--- config.mk ---
export PLATFORM = sky130hd
export DESIGN_NAME = xtea_key_regs
export DESIGN_NICKNAME = d
export VERILOG_FILES = /design/src/hdl/xtea_pkg.sv /design/src/hdl/xtea_key_regs.sv
export SDC_FILE = /design/constraint.sdc
export NUM_CORES = 1
export LEC_CHECK = 0
export BUFFER_PORTS_ARGS = -buffer_cell sky130_fd_sc_hd__buf_2
export CORE_MARGIN = 2
export CORE_UTILIZATION = 50
export DETAILED_ROUTE_END_ITERATION = 10
export GPL_TIMING_DRIVEN = 1
export PLACE_DENSITY = 0.79
export SYNTH_ARGS = -nofsm -noshare
export SYNTH_HDL_FRONTEND = slang
export SYNTH_SLANG_ARGS = --single-unit
--- constraint.sdc ---
create_clock -name clock -period 1.3 [get_ports clock]
set_clock_uncertainty 0.05 [all_clocks]
set_input_delay 0.26 -clock clock [delete_from_list [all_inputs] [get_ports clock]]
set_output_delay 0.26 -clock clock [all_outputs]
set_load 0.1 [all_outputs]
--- src/hdl/xtea_pkg.sv ---
// ----------------------------------------------------------------------------
// XTEA package
// Shared types, constants and per-stage constants of the XTEA pipeline.
// ----------------------------------------------------------------------------
`default_nettype none

package xtea_pkg;

   localparam int ROUND_PAIRS = 32;
   localparam int STAGES      = 2 * ROUND_PAIRS;
   localparam int WORD_W      = 32;
   localparam int KEY_WORDS   = 4;
   localparam int KEY_IDX_W   = $clog2(KEY_WORDS);

   localparam logic [WORD_W-1:0] XTEA_DELTA = 32'h9E37_79B9;

   typedef logic [WORD_W-1:0] word_type;

   typedef logic [KEY_WORDS-1:0][WORD_W-1:0] key_type;

   typedef enum logic [KEY_IDX_W-1:0] {
      KEY_WORD_ZERO  = 2'd0,
      KEY_WORD_ONE   = 2'd1,
      KEY_WORD_TWO   = 2'd2,
      KEY_WORD_THREE = 2'd3
   } key_reg_type;

   typedef struct packed {
      word_type first;
      word_type second;
   } block_type;

   // Running sum seen by a half-round: even stages use the sum before the
   // delta step, odd stages the sum after it.
   function automatic word_type stage_sum(input int stage);
      int       pairs;
      word_type prod;
      begin
         pairs = (stage + 1) >> 1;
         prod  = XTEA_DELTA * word_type'(pairs);
         return prod;
      end
   endfunction

   function automatic logic [KEY_IDX_W-1:0] stage_key_index(input int stage);
      word_type s;
      begin
         s = stage_sum(stage);
         if (stage[0] == 1'b0) begin
            return s[KEY_IDX_W-1:0];
         end else begin
            return s[11 +: KEY_IDX_W];
         end
      end
   endfunction

   function automatic word_type mix_word(input word_type w);
      return ((w << 4) ^ (w >> 5)) + w;
   endfunction

endpackage

`default_nettype wire

--- src/hdl/xtea_key_regs.sv ---
// ----------------------------------------------------------------------------
// XTEA key registers
// Four 32-bit key words written through the plain CSR write port.
// ----------------------------------------------------------------------------
`default_nettype none

module xtea_key_regs (
   input  wire logic                      clock,
   input  wire logic                      reset,
   input  wire logic                      csr_write_enable,
   input  wire logic [xtea_pkg::KEY_IDX_W-1:0] csr_index,
   input  wire logic [xtea_pkg::WORD_W-1:0]    csr_data,
   output      xtea_pkg::key_type          key
);
   import xtea_pkg::*;

   key_type key_ff;
   key_type key_in;

   always_comb begin
      key_in = key_ff;
      if (csr_write_enable) begin
         unique case (key_reg_type'(csr_index))
            KEY_WORD_ZERO:  key_in[0] = csr_data;
            KEY_WORD_ONE:   key_in[1] = csr_data;
            KEY_WORD_TWO:   key_in[2] = csr_data;
            KEY_WORD_THREE: key_in[3] = csr_data;
            default:        key_in    = key_ff;
         endcase
      end
   end

   always_ff @(posedge clock) begin
      if (reset) begin
         key_ff <= '0;
      end else begin
         key_ff <= key_in;
      end
   end

   assign key = key_ff;

endmodule

`default_nettype wire

==> metrics.md <==
| Metric | Value |
|---|---|
| Req. time, crit path | `990 ps` |
| Vias in the first global route | `5002` |
| Vias | `5029` |
| Worst slew margin | `0.5967` |
| Hold_ws | `44.06 ps` |
| Crit-path leading delay family | `flip-flops` |
| Endpoints failing setup | `128` |
| Total grt overflow | `0` |
| CP Launch Type | `flip-flop` |
| Hpwl dp | `9901 µm` |
| Placed Cells | `729` |
| Worst slew pin tran | `605.0 ps` |
| Power density cells | `1288 nW/µm²` |
| Via-to-Cell Ratio | `5.930` |
| Syn_area_per_cell | `11.15 µm²` |
| CTS H-tree lvls | `4` |
| Largest net degree at the start of global routing | `62` |
| Fmax | `713.6 MHz` |
| Worst-path clk slew | `60 ps` |
| Post-route setup TNS | `-10120 ps` |
| CORE AREA | `9819 µm²` |
| HP Class | `input pin to flip-flop` |
| Largest register FFs | `128` |
| CTS tree | `built` |
| Clock buffer count from CTS | `17` |
| Util after Layout | `0.9753` |
| Max incr delay on CP | `380 ps` |
| Total Nets Final | `738` |
| First DRT Iteration DRCs | `481` |
| Chip height | `104.6 µm` |
| WP data arrival | `1090 ps` |
| Unrepaired setup endpoints after global routing | `true` |
| Setup ws final | `-101.3 ps` |
| Layout cells sized above 1 | `0.5910` |
| Sequential share of the synthesized area | `0.5061` |
| DR pass1 iterations | `5` |
| Violated checks | `setup timing` |
| Setup crit end kind | `output port` |
| Fin. max-slew vios | `0` |
| Yosys top cell area share | `0.5061` |
| Place WS | `-112.1 ps` |
| Routed WL | `25380 µm` |
| Final Hold Viols | `0` |
| Final worst-path cycle share | `1.078` |
| Area leader, netlist | `dfxtp_1` |
| GRT Total Usage | `0.3556` |
| YS warnings | `0` |
| Syn Inst Count | `454` |
| Port Buf Inserts | `164` |
| Final ANT Viol Nets | `0` |
| DRC Markers | `0` |
| Starting Density | `0.5157` |
| DP Area | `7984 µm²` |
| Crit path cell chain | `buf_12` |
| Cell Area, Synth | `5064 µm²` |
| First-pass GRT wire length | `29450 µm` |
| Fin cells | `848` |
| Hold_buf cts | `0` |
| Crit path buf inv count | `1` |
| Distinct cells, synth | `12` |
| Area Growth Syn to Fin | `89.13%` |
| CP Max Fanout | `2` |
| Pleak | `4.408 nW` |
| Worst VDD drop | `0.001185 V` |
| DIE AREA | `10950 µm²` |
| Clock period minus worst slack | `1401 ps` |
| Kind of critical path | `flip-flop to output port` |
| Worst-skew pair later-pin latency | `520 ps` |
| Max Cap Violations | `0` |
| Clock root cell | `clkbuf_8` |
| Slowest CP cell | `dfxtp_4` |
| Total power | `12.34 mW` |
| # rows | `36` |
| Synth Register Bits | `128` |
| Dominant cells by area after synthesis | `dfxtp_1 51%, mux2i_1 25%, nand2b_1 20%` |
| Synthesized net count | `491` |
| Clock tree buffer depth | `2` |
| Placer congestion estimate | `0.7710` |
| Num ports | `165` |
| Die extent in x | `104.6 µm` |
| CTS Sinks | `128` |
| Initial antenna violation count | `1` |
| Finished Cell Area | `9577 µm²` |
| Per-cell routed wire length | `29.93 µm` |
| Status | `finished, violations left` |
## layout by cell type (no fill, tap or decap)
cell type and count:
and3b_1 1, mux2i_1 128, buf_12 136, clkinv_4 2, buf_4 88, clkinvlp_4 3
diode_2 1, buf_2 36, nand3b_1 2, bufinv_16 6, clkbuf_8 4, inv_6 1
nand3_2 1, or3b_1 1, clkbuf_16 16, nand2b_1 160, dfxtp_4 40, nor3b_2 1
dfxtp_2 88
## synth_stat cells
master    number
or3b_1         1
mux2i_1      128
and3b_1        1
buf_4          6
nand3_1        1
nand3b_1       2
dfxtp_1      128
nand2b_1     160
nor3b_1        1
buf_2          7
buf_6          3
clkbuf_1      16
## power by group
| group | internal, mW | switching [mW] | total, mW | leakage, nW |
|---|---|---|---|---|
| clock | 3.68 | 2.01 | 5.69 | 0.324 |
| sequential | 4.03 | 0.190 | 4.22 | 1.11 |
| combinational | 0.905 | 1.52 | 2.42 | 2.97 |
| total | 8.61 | 3.72 | 12.3 | 4.41 |
## layout make-up
type	count	area [µm²]
Timing Repair Buffer	260	3563
Sequential cell	128	2823
Fill cell	130	242.7
Antenna cell	1	2.502
Clock buffer	20	455.4
Clock inverter	12	229.0
Multi-Input combinational cell	294	2337
Tap cell	133	166.4
## worst paths after layout
path	slack, ps	from	endpoint	cells after the start
setup / recovery	-100	key[40]	key[40]	1
hold / removal	40	csr_data[11]	key[107]	3
hold reg to reg	470	key[10]	key[10]	2
setup reg to reg	110	key[23]	key[23]	3
## kinds of logic (layout without fill, tap and decap cells)
family                 after synthesis  count (layout)  share of synthesized area
buffers and inverters               32             292                    0.03435
DFF                                128             128                     0.5061
muxes                              128             128                     0.2530
other                                0               1                          0
and+or+nand+nor                    166             166                     0.2066
## layer usage
| metal | vias up | track usage | routed length [µm] |
|---|---|---|---|
| li1 | 1998 | - | - |
| met4 | 0 | 0.2010 | 2248 |
| met5 | - | 0 | 0 |
| met1 | 2468 | 0.3570 | 8472 |
| met3 | 151 | 0.07548 | 1871 |
| met2 | 412 | 0.6741 | 12790 |
## repair_timing
item / in CTS / in global routing
endpoints found under the setup margin: 128 / 128
resized for setup: 136 / 32
setup buffers: 51 / 35
(Power assumes the default switching activity.)
