--- config.mk ---
export PLATFORM = sky130hd
export DESIGN_NAME = xtea_stage
export DESIGN_NICKNAME = d
export VERILOG_FILES = /design/src/hdl/xtea_pkg.sv /design/src/hdl/xtea_stage.sv
export SDC_FILE = /design/constraint.sdc
export NUM_CORES = 1
export LEC_CHECK = 0
export BUFFER_PORTS_ARGS = -buffer_cell sky130_fd_sc_hd__buf_2
export CAP_MARGIN = 25
export CORE_MARGIN = 3
export CORE_UTILIZATION = 30
export DETAILED_ROUTE_END_ITERATION = 10
export SYNTH_ARGS = -nofsm -noshare
export SYNTH_HDL_FRONTEND = slang
export SYNTH_SLANG_ARGS = --single-unit
--- constraint.sdc ---
create_clock -name clock -period 11 [get_ports clock]
set_input_delay 2.2 -clock clock [delete_from_list [all_inputs] [get_ports clock]]
set_output_delay 2.2 -clock clock [all_outputs]
set_load 0.03 [all_outputs]
--- src/hdl/xtea_pkg.sv ---
// ----------------------------------------------------------------------------
// XTEA package
// Shared types, constants and per-stage constants of the XTEA pipeline.
// ----------------------------------------------------------------------------
`default_nettype none

package xtea_pkg;

   localparam int ROUND_PAIRS = 32;
   localparam int STAGES      = 2 * ROUND_PAIRS;
   localparam int WORD_W      = 32;
   localparam int KEY_WORDS   = 4;
   localparam int KEY_IDX_W   = $clog2(KEY_WORDS);

   localparam logic [WORD_W-1:0] XTEA_DELTA = 32'h9E37_79B9;

   typedef logic [WORD_W-1:0] word_type;

   typedef logic [KEY_WORDS-1:0][WORD_W-1:0] key_type;

   typedef enum logic [KEY_IDX_W-1:0] {
      KEY_WORD_ZERO  = 2'd0,
      KEY_WORD_ONE   = 2'd1,
      KEY_WORD_TWO   = 2'd2,
      KEY_WORD_THREE = 2'd3
   } key_reg_type;

   typedef struct packed {
      word_type first;
      word_type second;
   } block_type;

   // Running sum seen by a half-round: even stages use the sum before the
   // delta step, odd stages the sum after it.
   function automatic word_type stage_sum(input int stage);
      int       pairs;
      word_type prod;
      begin
         pairs = (stage + 1) >> 1;
         prod  = XTEA_DELTA * word_type'(pairs);
         return prod;
      end
   endfunction

   function automatic logic [KEY_IDX_W-1:0] stage_key_index(input int stage);
      word_type s;
      begin
         s = stage_sum(stage);
         if (stage[0] == 1'b0) begin
            return s[KEY_IDX_W-1:0];
         end else begin
            return s[11 +: KEY_IDX_W];
         end
      end
   endfunction

   function automatic word_type mix_word(input word_type w);
      return ((w << 4) ^ (w >> 5)) + w;
   endfunction

endpackage

`default_nettype wire

--- src/hdl/xtea_stage.sv ---
// ----------------------------------------------------------------------------
// XTEA half-round stage
// One registered half-round with its own valid bit and ready back-pressure.
// ----------------------------------------------------------------------------
`default_nettype none

module xtea_stage (
   input  wire logic                    clock,
   input  wire logic                    reset,
   input  wire logic                    odd_half,
   input  wire logic [xtea_pkg::WORD_W-1:0] round_sum,
   input  wire logic [xtea_pkg::WORD_W-1:0] key_word,
   input  wire logic                    up_valid,
   output      logic                    up_ready,
   input  wire xtea_pkg::block_type     up_data,
   output      logic                    dn_valid,
   input  wire logic                    dn_ready,
   output      xtea_pkg::block_type     dn_data
);
   import xtea_pkg::*;

   logic      valid_ff;
   logic      valid_in;
   block_type data_ff;
   block_type data_in;
   word_type  src;
   word_type  dst;
   word_type  upd;

   assign up_ready = !valid_ff || dn_ready;

   always_comb begin
      src = odd_half ? up_data.first  : up_data.second;
      dst = odd_half ? up_data.second : up_data.first;
      upd = dst + (mix_word(src) ^ (round_sum + key_word));
      data_in = up_data;
      if (odd_half) begin
         data_in.second = upd;
      end else begin
         data_in.first = upd;
      end
      valid_in = up_ready ? up_valid : valid_ff;
   end

   always_ff @(posedge clock) begin
      if (reset) begin
         valid_ff <= 1'b0;
      end else begin
         valid_ff <= valid_in;
      end
   end

   // hold the payload while stalled
   always_ff @(posedge clock) begin
      if (up_ready && up_valid) begin
         data_ff <= data_in;
      end
   end

   assign dn_valid = valid_ff;
   assign dn_data  = data_ff;

endmodule

`default_nettype wire

==> impl_metrics.csv, run 1 <==
group,metric,value,unit
place,gp_congestion,0.8762,
timing,fmax,117.1,MHz
global_routing,grt_pass1_wl,38.32,mm
yosys,ys_seq_area_frac,0.2353,
place,dp_hpwl,21.36,mm
cts,hold_buffers,0,
yosys,yosys-top-cells-area,"edfxtp_1 23%, ha_1 14%, xnor2_1 11%",
die,dieHeight,171.9,um
cts,cts_tree,"built",
drt,drc,0,
yosys,synth_cells,951,
critical_path,worstPathArrival,8580,ps
timing,max_slew_margin,0.3816,
power_and_ir_drop,p_per_area,221.7,nW/um^2
drt,via_per_inst,5.124,
drt,num_vias,7604,
power_and_ir_drop,power,0.002193,W
timing,finalHoldWorstSlack,505.5,ps
global_routing,antenna_found_initial,2,
place,io_buffers,198,
timing,slew_viol_final,0,
status,status,"complete, no violations",
die,floorplan.core_area,27030,sq um
critical_path,r2r_setup_slack,9390,ps
drt,ant_nets,0,
yosys,synth_top_area_cell,"edfxtp_1",
cts,cts_max_path_buffers,2,
global_routing,grt_max_degree,87,
drt,wl,25.17,mm
cts,postCtsSetupBuffers,0,
power_and_ir_drop,peakVddDrop,103.1,uV
die,io_pins,199,
yosys,avgSynthCellArea,8.679,sq um
place,post-place-ws,2182,ps
cts,htree_num_levels,3,
final_layout,final_nets,1367,
critical_path,worstPathMaxFanout,86,
final_layout,fillers,2803,
critical_path,worstSetupEndpointType,"register",
yosys,synthesis.area,8254,sq um
global_routing,groute.usage.overall,0.1640,
drt,drt-initial-drc-count,544,
timing,tns,0,ps
yosys,synth_fp_nets,1179,
timing,fin_skew,4.903,ps
power_and_ir_drop,leakagePower,4.395,nW
min_path,hold_path.class,"register to register",
timing,finalCritPeriodShare,0.7762,
die,start_util,0.3054,
yosys,synth_enable_flop_cells,64,
global_routing,grt.overflow.total,0,
die,die_w,171.9,um
cts,cts.sinks,65,
timing,finalCriticalPeriod,8539,ps
die,num_rows,60,
yosys,synth_most_common_cell,"xnor2_1",
yosys,yosysWarnings,0,
drt,drt_first_pass_iters,5,
timing,finalHoldViolations,0,
cts,cts-root-buf,"clkbuf_16",
timing,setup_ws,2461,ps
flow_run,maxCapViolations,0,
global_routing,grt_pass1_vias,7191,
critical_path,cp-start-kind,"primary input",
yosys,synthTopCellsByCount,"103 x xnor2_1, 92 x ha_1, 90 x a21oi_1, 88 x nand2_1, 81 x o21ai_0",
yosys,synth_cell_type_count,70,
timing,rsz0062_at_grt,"false",
timing,worst_pin_slew,918.0,ps
yosys,yosys.area.top_type_share,0.2328,
final_layout,drive_above_1_share,0.2415,
critical_path,required,11040,ps
die,die-area,29540,sq um
cts,post_cts_resized,0,
yosys,ys_ff_latch,65,
final_layout,diodes,0,
drt,detail_route.wl_per_cell,16.96,um
cts,cts_buffers,9,
timing,finalSetupViolations,0,
cts,clk_pin_slew_worst_paths,60,ps
critical_path,critical_path_class,"primary input to register",
yosys,async_reset_ff_frac,0,
final_layout,synthToLayoutAreaGrowth,19.84,%
cts,clock_latency,320,ps
yosys,synth-main-ff-cell,"edfxtp_1",
==> cells in the final DEF (no fill, tap or decap), types with 3 or more instances in the layout <==
| cell type | instances |
|---|---|
| a2111oi_0 | 4 |
| a211oi_1 | 9 |
| a21o_1 | 39 |
| a21oi_1 | 90 |
| a21oi_2 | 3 |
| a311oi_1 | 5 |
| a31o_2 | 3 |
| a31oi_1 | 7 |
| and2_1 | 6 |
| and3_1 | 11 |
| buf_2 | 197 |
| buf_4 | 4 |
| clkbuf_16 | 9 |
| clkinv_2 | 3 |
| edfxtp_1 | 64 |
| fa_1 | 3 |
| ha_1 | 92 |
| inv_1 | 34 |
| mux2_2 | 34 |
| nand2_1 | 88 |
| nand2b_1 | 13 |
| nand3_1 | 14 |
| nand4_1 | 10 |
| nor2_1 | 45 |
| nor2b_1 | 27 |
| nor3_1 | 5 |
| o2111ai_1 | 5 |
| o211ai_1 | 7 |
| o21a_1 | 5 |
| o21ai_0 | 81 |
| o21bai_1 | 25 |
| o31ai_1 | 5 |
| or3_1 | 3 |
| xnor2_1 | 103 |
| xor2_1 | 38 |
| xor2_2 | 4 |
==> report_power, final <==
part           internal (W)  switching [W]
registers          0.000396      0.0000214
clock network      0.000173       0.000104
logic              0.000586       0.000913
total               0.00115        0.00104
==> cell type report <==
cell class	count	area (sq um)	share of cell area
clock buffers	9	225.2	0.02277
well taps	341	426.7	0.04313
multi-input cells	827	6091	0.6157
clock inverters	6	60.06	0.006071
repair buffers	201	1016	0.1027
inverters	35	131.4	0.01328
flip-flops and latches	65	1942	0.1963
==> metal layers <==
layer / track usage / vias to the layer above / routed length, um
li1: - / 3871 / -
met5: 0 / - / 13
met3: 0.02515 / 19 / 1723
met2: 0.2539 / 256 / 10800
met1: 0.2426 / 3456 / 12340
met4: 0.03402 / 2 / 296
==> worst paths after layout <==
check / startpoint / depth (start not counted) / endpoint
min: dn_valid$_SDFFE_PP0N_ / 2 / dn_valid$_SDFFE_PP0N_
max reg2reg: dn_valid$_SDFFE_PP0N_ / 3 / dn_data[23]$_DFFE_PP_
max: odd_half / 25 / dn_data[63]$_DFFE_PP_
min reg2reg: dn_valid$_SDFFE_PP0N_ / 2 / dn_valid$_SDFFE_PP0N_
==> flip-flops by register name, indices dropped and copies added (netlist names) <==
signal and count:
dn_valid 1, dn_data 64
==> cell families after synthesis <==
logic type               Yosys count  synth area share
adder cells (fa/ha/maj)           96            0.1479
multiplexers                      35           0.04760
buffers and inverters             59           0.02698
XOR/XNOR                         147            0.1630
flip-flops                        65            0.2353
AO/OA/AOI/OAI                    317            0.2460
AND/OR/NAND/NOR                  232            0.1332
==> through the flow <==
stage	std cells	util	instance area [sq um]
finish	1484	0.3660	9892
global route	1484	0.3660	9892
CTS	1484	0.3660	9892
detailed placement	1469	0.3555	9607
global placement	1469	0.3555	9607
floorplan	951	-	8254
==> critical path, stage by stage <==
cell	delay, ps
buf_4	390
buf_4	720
nor2b_1	140
a21oi_1	340
xnor2_1	130
ha_1	390
a21o_1	180
a21oi_1	200
and3_1	190
a221oi_1	70
a311o_2	430
a21bo_2	210
a21o_1	210
a2111oi_0	450
nor3_1	110
xnor2_1	140
ha_1	360
nand4_1	140
nor2_1	60
o41ai_1	540
a31oi_1	250
a21oi_1	220
xor2_1	190
xnor2_1	150
o21ai_0	110
Power figures use the tool's default switching activity.
==> run 2, diff against run 1 <==
- clock period: 11 -> 8.6 ns (I/O delays scaled with it)
==> run 2 against run 1 <==
Effect of this change: clock power grew 29%; critical path depth stayed put; register-to-register slack got worse by 2400 ps; sequential power increased by 27%; routed wire length grew 1.6%; critical path type unchanged.
==> impl_metrics.csv, run 2 (synthesis gave the netlist of run 1 again) <==
group,metric,value,unit
critical_path,worst-path-buf-inv,2,
global_routing,antenna_found_initial,2,
critical_path,critical_path_class,"primary input to register",
timing,max_slew_margin,0.4363,
global_routing,grt_max_degree,65,
global_routing,grt_pass1_wl,38.45,mm
final_layout,drive_above_1_share,0.2424,
global_routing,grt.overflow.total,0,
timing,finalCritPeriodShare,0.8658,
critical_path,required,8660,ps
timing,tns,0,ps
critical_path,crit_slowest_cell,"o41ai_1",
global_routing,grt_pass1_vias,7205,
drt,num_vias,7576,
cts,cts.sinks,65,
power_and_ir_drop,peakVddDrop,112.0,uV
timing,fmax,134.3,MHz
critical_path,worstPathMaxFanout,40,
final_layout,final_common_cell,"buf_2",
place,gp_congestion,0.8773,
status,status,"complete, no violations",
power_and_ir_drop,p_per_area,284.1,nW/um^2
final_layout,instances_no_fill,1490,
power_and_ir_drop,power,0.002819,W
cts,clock_latency,330,ps
final_layout,final_nets,1370,
critical_path,cp_slowest_stage_delay,510,ps
global_routing,groute.usage.overall,0.1667,
cts,cts_max_path_buffers,2,
critical_path,worstPathArrival,7510,ps
die,dieHeight,171.9,um
cts,postCtsSetupBuffers,0,
cts,hold_buffers,0,
die,start_util,0.3054,
timing,finalSetupViolations,0,
final_layout,final_area,9922,sq um
timing,fin_skew,6.735,ps
place,dpl.cell_count,1472,
cts,cts_buffers,9,
drt,drt_first_pass_iters,5,
cts,htree_num_levels,3,
die,floorplan.core_area,27030,sq um
final_layout,final_cell_mix,"197 x buf_2, 103 x xnor2_1, 92 x ha_1",
final_layout,synthToLayoutAreaGrowth,20.21,%
final_layout,largest_register_ffs,64,
timing,finalCriticalPeriod,7446,ps
cts,post_cts_resized,0,
flow_run,maxCapViolations,0,
cts,cts-root-buf,"clkbuf_16",
cts,clk_pin_slew_worst_paths,60,ps
timing,rsz0062_at_grt,"false",
cts,cts_tree,"built",
die,die-area,29540,sq um
die,num_rows,60,
drt,ant_nets,0,
die,die_w,171.9,um
die,io_pins,199,
drt,via_per_inst,5.085,
min_path,hold_path.class,"register to register",
drt,wl,25.58,mm
place,placed_area,9629,sq um
critical_path,worstSetupEndpointType,"register",
drt,detail_route.wl_per_cell,17.17,um
drt,drc,0,
critical_path,path_delay_family,"compound AO/OA/AOI/OAI gates",
drt,drt-initial-drc-count,445,
place,dp_hpwl,21.75,mm
final_layout,fillers,2806,
critical_path,cp-start-kind,"primary input",
place,io_buffers,198,
power_and_ir_drop,leakagePower,4.408,nW
timing,finalHoldViolations,0,
timing,slew_viol_final,0,
timing,worst_pin_slew,845.6,ps
run 2: where the power goes:
| part | total [W] | switching (W) | internal, W |
|---|---|---|---|
| combinational | 0.00193 | 0.00118 | 0.000750 |
| clock | 0.000358 | 0.000136 | 0.000222 |
| sequential | 0.000532 | 0.0000254 | 0.000507 |
| total | 0.00282 | 0.00134 | 0.00148 |
run 2: cell type report:
cell class / instances / area [sq um] / share of cell area
clock inverter: 6 / 58.81 / 0.005927
inverter: 35 / 131.4 / 0.01324
sequential: 65 / 1942 / 0.1957
timing repair buffer: 204 / 1039 / 0.1047
antenna: 2 / 5.005 / 0.0005044
tap: 341 / 426.7 / 0.04300
clock buffer: 10 / 229.0 / 0.02308
multi-input combinational: 827 / 6091 / 0.6139
run 2: final timing paths:
check                        start                     to  slack, ps  depth (start not counted)
min reg2reg  dn_valid$_SDFFE_PP0N_  dn_valid$_SDFFE_PP0N_        510                          2
min          dn_valid$_SDFFE_PP0N_  dn_valid$_SDFFE_PP0N_        510                          2
max                       odd_half  dn_data[63]$_DFFE_PP_       1150                         25
max reg2reg  dn_valid$_SDFFE_PP0N_  dn_data[24]$_DFFE_PP_       6990                          3
run 2: metrics by stage:
| stage | setup slack [ps] | util | hold slack (ps) |
|---|---|---|---|
| after floorplan | 1146 | - | 859.5 |
| after global placement | 1079 | 0.3563 | 488.1 |
| after detailed placement | 920.3 | 0.3563 | 502.3 |
| after CTS | 1246 | 0.3669 | 513.7 |
| after global routing | 618.8 | 0.3671 | 567.7 |
| final | 1154 | 0.3671 | 511.5 |
run 2: worst min-delay path: cells and delay by family (launching register included):
| family | cells | cell delay (ps) |
|---|---|---|
| AOI/OAI and AO/OA | 1 | 70 |
| DFF | 1 | 300 |
| and+or+nand+nor | 1 | 100 |
run 2: per-layer routing:
metal | global-route usage | routed length, um | share of wire | vias up
li1 | - | - | - | 3873
met1 | 0.2485 | 12860 | 0.50 | 3471
met2 | 0.2567 | 11040 | 0.43 | 212
met3 | 0.02058 | 1344 | 0.053 | 20
met4 | 0.03957 | 337 | 0.013 | 0
met5 | 0 | 0 | 0 | -
